File: src/rtl/lsfi_div_step.sv
`timescale 1ns / 1ps
`default_nettype none

// One registered step of a restoring fraction divider: one quotient bit.
module lsfi_div_step #(
    parameter int RW = 33,
    parameter int QW = 16
) (
    input  wire logic          i_clk,
    input  wire logic [RW-1:0] i_rem,
    input  wire logic [RW-1:0] i_den,
    input  wire logic [QW-1:0] i_quo,
    output logic      [RW-1:0] o_rem,
    output logic      [RW-1:0] o_den,
    output logic      [QW-1:0] o_quo
);

    logic [RW:0]   c_shift;
    logic          c_ge;
    logic [RW-1:0] n_rem;

    // Shift the remainder and try to subtract the divisor
    always_comb begin
        c_shift = {i_rem, 1'b0};
        c_ge    = (c_shift >= {1'b0, i_den});
        n_rem   = c_ge ? RW'(c_shift - {1'b0, i_den}) : c_shift[RW-1:0];
    end

    // Hold the step result for the next stage
    always_ff @(posedge i_clk) begin
        o_rem <= n_rem;
        o_den <= i_den;
        o_quo <= {i_quo[QW-2:0], c_ge};
    end

endmodule

`default_nettype wire

File: config.mk
export PLATFORM = sky130hd
export DESIGN_NAME = lsfi_div_step
export DESIGN_NICKNAME = d
export VERILOG_FILES = /design/src/rtl/lsfi_div_step.sv
export SDC_FILE = /design/constraint.sdc
export NUM_CORES = 1
export LEC_CHECK = 0
export BUFFER_PORTS_ARGS = -buffer_cell sky130_fd_sc_hd__buf_2
export CAP_MARGIN = 15
export CORE_MARGIN = 5
export CORE_UTILIZATION = 51
export CTS_CLUSTER_DIAMETER = 40
export CTS_CLUSTER_SIZE = 40
export DETAILED_ROUTE_END_ITERATION = 10
export PLACE_DENSITY = 0.84
export SLEW_MARGIN = 20
export SYNTH_ARGS = -nofsm -noshare
export SYNTH_HDL_FRONTEND = slang
export SYNTH_SLANG_ARGS = --single-unit
File: constraint.sdc
create_clock -name i_clk -period 8.15 [get_ports i_clk]
set_clock_uncertainty 0.2 [all_clocks]
set_input_delay 0.815 -clock i_clk [delete_from_list [all_inputs] [get_ports i_clk]]
set_output_delay 0.815 -clock i_clk [all_outputs]
set_load 0.01 [all_outputs]
[Yosys cells after proc, flatten, opt, wreduce, memory -nomap -nowiden]
Index checks and enable logic that the tools add are counted.
W data, S select, Z words.
Storage, ports and cells
  memory bits (writable): 0
  word-level logic and storage cells: 7
  ROM bits: 0
  bits of input ports: 83
  memories: 0
  bits in latches: 0
  bits in registers: 82
Operators by class
  $lt $le $gt $ge: 1
  equality and inequality tests: 0
  shift operators: 0
  mux-type cells: 1
  multiply operators: 0
  add/subtract/negate cells: 1
  reductions and logical operators: 0
  div/mod/pow operators: 0
  bitwise logic cells: 0
Operators with widths (count)
  $ge A34 B33 Y1: 1
  $mux W33: 1
  $sub A33 B33 Y33: 1

[Longest topological paths before layout]
Gate-level depths: netlist of run 1.
  word-level depth: 2
  depth in mapped cells: 13
  mapped depth without buffers: 11

[Worst setup path after synthesis of run 1]
No wires, ideal clock.
  kind: input to register
  from: input i_den[2]
  to: register o_rem[25]
  arrival: 3.341 ns
  required time: 7.829 ns
  slack: 4.488 ns
  cell stages on the path: 12
  path buffers: 1
  path through: inv_1 ha_1 nor2b_1 o2111ai_1 and3_1 o31ai_1 a211o_1 a41oi_1 o211ai_1 a211oi_4 buf_6 mux2_2
On the way
  longest elaborated chain between the ends: 2
RTL lines
  start: declaration: line 11  | input wire logic [RW-1:0] i_den,
  $sub A33 B33 Y33 / $ge A34 B33 Y1 (equally long branches): line 26, 25
  $mux W33 (*): line 26  | n_rem = c_ge ? RW'(c_shift - {1'b0, i_den}) : c_shift[RW-1:0];
  named net n_rem[25]: line 20  | logic [RW-1:0] n_rem;
  end signal: assignment: line 31  | o_rem <= n_rem;
  end: declaration: line 13  | output logic [RW-1:0] o_rem,
The timed path passes the listed nets; every way through them passes the cells marked *.
A chain may end at the register's enable or synchronous reset.

[Worst setup path after layout of run 1]
Ends and elaborated chain as after synthesis.

==> impl_metrics.ini, run 1 <==
[synthesis]
syn_inst = 384
ys_types = 46
ys_top_cells_by_area = dfxtp_1 (43%), ha_1 (11%), mux2_1 (7.4%), inv_1 (3.7%), xor2_1 (3.7%)
synth_warnings = 0
syn-mean-instance-area_um2 = 9.909
synth-edff-count = 0
ys.flop_type = dfxtp_1
ys_async_sr_fraction_pct = 0
synthTopCellsByCount = dfxtp_1 (82), inv_1 (38), ha_1 (33)
yosys.area.top_type = dfxtp_1
post-synth-top-count-cell = dfxtp_1
yosys_register_bits = 82
synth_nets = 501
synth_top_area_share_pct = 43.14
synth_area_um2 = 3805
ys_seq_area_share_pct = 43.14

[clock_network]
clockBufferDepth = 2
root_buffer = clkbuf_8
cts.clk_slew.worst_paths_ns = 0.09
cts_made_buffers = 9
cts_resized = 0
post_cts_buffers = 0
htreeDepth = 3
clock-sinks = 82
ctsHoldBuffers = 0
cts_tree = yes

[floorplanning]
coreArea_um2 = 7253
start_util_pct = 52.46
die-height_um = 96.38
dieArea_um2 = 9288
ios = 165
rows = 31
die_w_um = 96.38

[worst_setup_path]
crit_path_start_kind = primary input
path_cells = buf_2 -> inv_1 -> ha_1 -> nor2b_1 -> o2111ai_1 -> and3_1 -> o31ai_1 -> a211o_1 -> a41oi_1 -> o211ai_1 -> a211oi_4 -> buf_4 -> mux2_2
endpoint_kind = register
slowest_stage = buf_4
cp_top_family = compound AO/OA/AOI/OAI gates
criticalPathCategory = primary input to register
timing.critical_path.buf_inv = 3
max_stage_delay_ns = 0.45
crit_arrival_ns = 4.04
path_max_fanout = 34
cp.required_ns = 8.20

[hold_path]
hold_class = primary input to register

[power]
ir_drop_uv = 104.2
power.leakage_nw = 2.467
power_mw = 1.047
powerDensity_nw_per_um2 = 213.9

[detailed_routing]
wl_per_cell_um = 15.21
vias = 3393
antenna_left = 0
topRoutingLayerUsed = met4
initialDrtViolationCount = 88
dr.pass1.iters = 5
wl_met3_um = 1000
drcViolationCount = 0
wirelength_um = 9931
via_per_inst = 5.196
met2_length_um = 4955
wl_met1_um = 3705

[layout]
layout-drive-gt1-share_pct = 34.30
final_nets = 666
finalNonFillerCells = 653
multi_input_comb_area_um2 = 1959
n_antenna_cell = 0
area_delta_synth_final_pct = 28.67
layout.area.seq_um2 = 1642
num-fill-cells = 601

[sta]
max_freq_mhz = 250.6
final.min_clock_period_ns = 3.990
setup_tns_ns = 0
finalHoldViolations = 0
slew_violations = 0
rsz0062_at_grt = false
maxSlewHeadroom_pct = 61.42
final-setup-viol-count = 0
post-route-period-util_pct = 48.96
worst_pin_slew_ns = 0.5748

[placed_design]
finalWeightedCongestion = 0.8479
portBuffers = 163
hpwl_um = 7732
dp_cells = 637

[grt]
grt-ovfl-total = 0
track_usage_pct = 20.50
antenna_found_initial = 0
grt_pass1_vias = 3414
grt_pass1_wl_um = 14860
grt_max_degree = 35

[flow_run]
max_cap_violations = 0

[outcome]
status = completed
## sequential cells by signal, indices dropped and copies added (netlist names)
| signal | count |
|---|---|
| o_den | 33 |
| o_quo | 16 |
| o_rem | 33 |
## cell usage in the layout, fill, tap and decap left out, types with 3 or more instances in the layout
cell type  instances
a211oi_1           5
a21o_1            10
a21oi_1           24
a31oi_1            5
and3_1             4
buf_2            163
clkbuf_8           9
dfxtp_1           82
ha_1              33
inv_1             38
inv_6              4
mux2_1            25
mux2_2             6
nand2_1           19
nand2b_1           5
nand3_1            9
nand4_1            4
nor2_1            17
nor2b_1            3
nor3_1             5
o21ai_0           19
o31ai_1            3
xnor2_1           15
xor2_1            16
## path summary, 6_finish.rpt
path	start	to	slack, ns	depth (start not counted)
setup / recovery	i_den[2]	o_rem[25]$_DFF_P_	4.16	13
hold / removal	i_quo[3]	o_quo[4]$_DFF_P_	0.35	1
## layout make-up
class                           instances  area share (%)
Clock buffer                            9           2.530
Clock inverter                          7           1.661
Tap cell                               99           2.530
Inverter                               38           2.913
Timing Repair Buffer                  164           16.82
Sequential cell                        82           33.53
Multi-Input combinational cell        254           40.02
## cell families after synthesis
kind of cell / share of synthesized area [%]
and+or+nand+nor: 9.010
adders and majority gates: 11.38
AOI/OAI and AO/OA: 14.53
muxes: 9.438
xor gates and xnor gates: 7.136
buffers and inverters: 5.360
DFF: 43.14
## report_power, final
group	internal (mW)	switching, mW	leakage [nW]
clock	0.146	0.162	0.101
sequential	0.449	0.0103	0.692
combinational	0.127	0.153	1.67
## layer usage
layer / vias up / track usage [%]
li1: 1666 / -
met1: 1538 / 21.13
met2: 162 / 38.53
met3: 27 / 5.267
met4: 0 / 9.346
met5: - / 0
## stage by stage
step                utilization [%]  setup slack [ns]  hold slack, ns  cell area (um^2)
floorplan                         -             4.488          0.6427              3805
global placement              64.67             3.913          0.7176              4691
detailed placement            64.67             3.851          0.7186              4691
CTS                           67.50             4.203          0.3441              4896
global route                  67.50             4.009          0.3254              4896
finish                        67.50             4.160          0.3519              4896
Note: power is estimated with default switching activity, not from simulation.
==> inputs of run 2 (changes only) <==
--- a/config.mk
+++ b/config.mk
@@ -8,11 +8,11 @@
 export BUFFER_PORTS_ARGS = -buffer_cell sky130_fd_sc_hd__buf_2
 export CAP_MARGIN = 15
 export CORE_MARGIN = 5
-export CORE_UTILIZATION = 51
+export CORE_UTILIZATION = 43
 export CTS_CLUSTER_DIAMETER = 40
 export CTS_CLUSTER_SIZE = 40
 export DETAILED_ROUTE_END_ITERATION = 10
-export PLACE_DENSITY = 0.84
+export PLACE_DENSITY = 0.75
 export SLEW_MARGIN = 20
 export SYNTH_ARGS = -nofsm -noshare
 export SYNTH_HDL_FRONTEND = slang
==> constraint.sdc (replaced) <==
create_clock -name i_clk -period 3.2 [get_ports i_clk]
set_clock_uncertainty 0.2 [all_clocks]
set_input_delay 0.32 -clock i_clk [delete_from_list [all_inputs] [get_ports i_clk]]
set_output_delay 0.32 -clock i_clk [all_outputs]
set_load 0.01 [all_outputs]
==> impl_metrics.ini, run 2 (synthesis results as in run 1) <==
[worst_setup_path]
crit_path_frequent_cell = buf_6
endpoint_kind = register
crit_path_start_kind = primary input
crit_arrival_ns = 3.04
slowest_stage = ha_1
criticalPathCategory = primary input to register
cp.required_ns = 3.25
max_stage_delay_ns = 0.35
path_cells = buf_2 -> inv_1 -> ha_1 -> a21oi_2 -> o21ai_0 -> o21ai_1 -> o31ai_2 -> a211o_1 -> a41oi_2 -> o211ai_1 -> a211oi_4 -> buf_6 -> buf_6 -> mux2_1
path_max_fanout = 8

[flow_run]
max_cap_violations = 0

[clock_network]
clock-sinks = 82
clockBufferDepth = 2
cts_made_buffers = 9
cts.clk_slew.worst_paths_ns = 0.09
htreeDepth = 3
cts_tree = yes
root_buffer = clkbuf_8

[power]
power_mw = 2.786
ir_drop_uv = 232.3
power.leakage_nw = 2.974
powerDensity_nw_per_um2 = 464.0

[floorplanning]
start_util_pct = 43.84
rows = 34
coreArea_um2 = 8678
ios = 165
dieArea_um2 = 10830
die-height_um = 104.1
die_w_um = 104.1

[placed_design]
dp_cells = 678
place_ws_ns = -0.2878
hpwl_um = 7712
portBuffers = 163
dpl_cell_area_um2 = 4955
finalWeightedCongestion = 0.8876

[layout]
n_antenna_cell = 0
finalNonFillerCells = 773
layout-drive-gt1-share_pct = 35.04
most-common-layout-cells = buf_2 (163), dfxtp_1 (82), dlygate4sd3_1 (74), inv_1 (38), buf_4 (33)
utilization_pct = 69.19
final_area_um2 = 6005
reg.largest.list = o_den x33, o_rem x33, o_quo x16
area_delta_synth_final_pct = 57.81
final_nets = 777
layout_commonest_cell = buf_2

[hold_path]
hold_depth = 2
hold_start = i_rem[17]
hold_class = primary input to register
worstHoldEndpoint = o_rem[18]$_DFF_P_

[detailed_routing]
wirelength_um = 11090
dr.pass1.iters = 4
initialDrtViolationCount = 77
drcViolationCount = 0
wl_per_cell_um = 14.35
antenna_left = 0
via_per_inst = 4.915
vias = 3799

[grt]
antenna_found_initial = 1
grt_max_degree = 35
grt_pass1_vias = 4048
track_usage_pct = 19.72
grt-ovfl-total = 0
grt_pass1_wl_um = 18220

[sta]
worst_pin_slew_ns = 0.4469
setup_tns_ns = 0
slew_violations = 0
maxSlewHeadroom_pct = 70.02
post-route-period-util_pct = 93.60
rsz0062_at_grt = false
timing.final.ws_setup_ns = 0.2049
final-setup-viol-count = 0
hold_ws_ns = 0.007785
final.min_clock_period_ns = 2.995
finalHoldViolations = 0
max_freq_mhz = 333.9

[outcome]
status = completed
## run 2: cell types whose count changed in the layout (fill, tap and decap cells not counted), moves of 2 or more
| cell | before | now |
|---|---|---|
| clkbuf_16 | 0 | 2 |
| inv_8 | 0 | 3 |
| dlygate4sd3_1 | 0 | 74 |
| a21oi_2 | 0 | 2 |
| buf_4 | 1 | 33 |
| buf_6 | 0 | 2 |
| a21oi_1 | 24 | 22 |
## run 2: repair_timing
| action | in CTS | in global routing |
|---|---|---|
| buffers inserted | 0 | 2 |
| hold endpoints to repair | 74 | 0 |
| setup endpoints to repair | 0 | 32 |
| hold buffers | 74 | 0 |
| gates resized for setup | 0 | 9 |
## run 2: worst max-delay path by stage
stage / startpoint / cells past startpoint / slack (ns) / end
after floorplan: i_den[2] / 12 / 0.03 / o_rem[25]$_DFF_P_
after global placement: i_rem[1] / 12 / -0.14 / o_rem[25]$_DFF_P_
after detailed placement: i_den[13] / 13 / -0.29 / o_rem[22]$_DFF_P_
after CTS: i_den[13] / 13 / 0.03 / o_rem[22]$_DFF_P_
after global routing: i_den[13] / 14 / 0.002 / o_rem[23]$_DFF_P_
final: i_den[13] / 14 / 0.20 / o_rem[23]$_DFF_P_
## run 2: area by class of cell
class / count / area [um^2]
multi-input cells: 254 / 1997
clock inverters: 7 / 67.56
repair buffers: 275 / 1897
inverters: 38 / 142.6
clock buffers: 9 / 123.9
well taps: 108 / 135.1
flip-flops and latches: 82 / 1642
fillers: 681 / 2674
## run 2: power breakdown
group	switching [mW]	internal, mW	total, mW
Combinational	0.421	0.449	0.870
Clock	0.438	0.307	0.744
Sequential	0.0271	1.14	1.17
## run 2: critical path, delay by kind of cell
family                     cells  cell delay, ns
AOI/OAI and AO/OA              8            1.57
adders and majority gates      1            0.35
buffers and inverters          4            0.46
muxes                          1            0.34
## run 2: metal layers
| metal | vias to the layer above | GRT usage, % | routed length [um] |
|---|---|---|---|
| li1 | 1895 | - | - |
| met1 | 1732 | 21.38 | 4375 |
| met2 | 141 | 35.66 | 5615 |
| met3 | 29 | 6.456 | 819 |
| met4 | 2 | 6.938 | 272 |
| met5 | - | 0 | 9 |
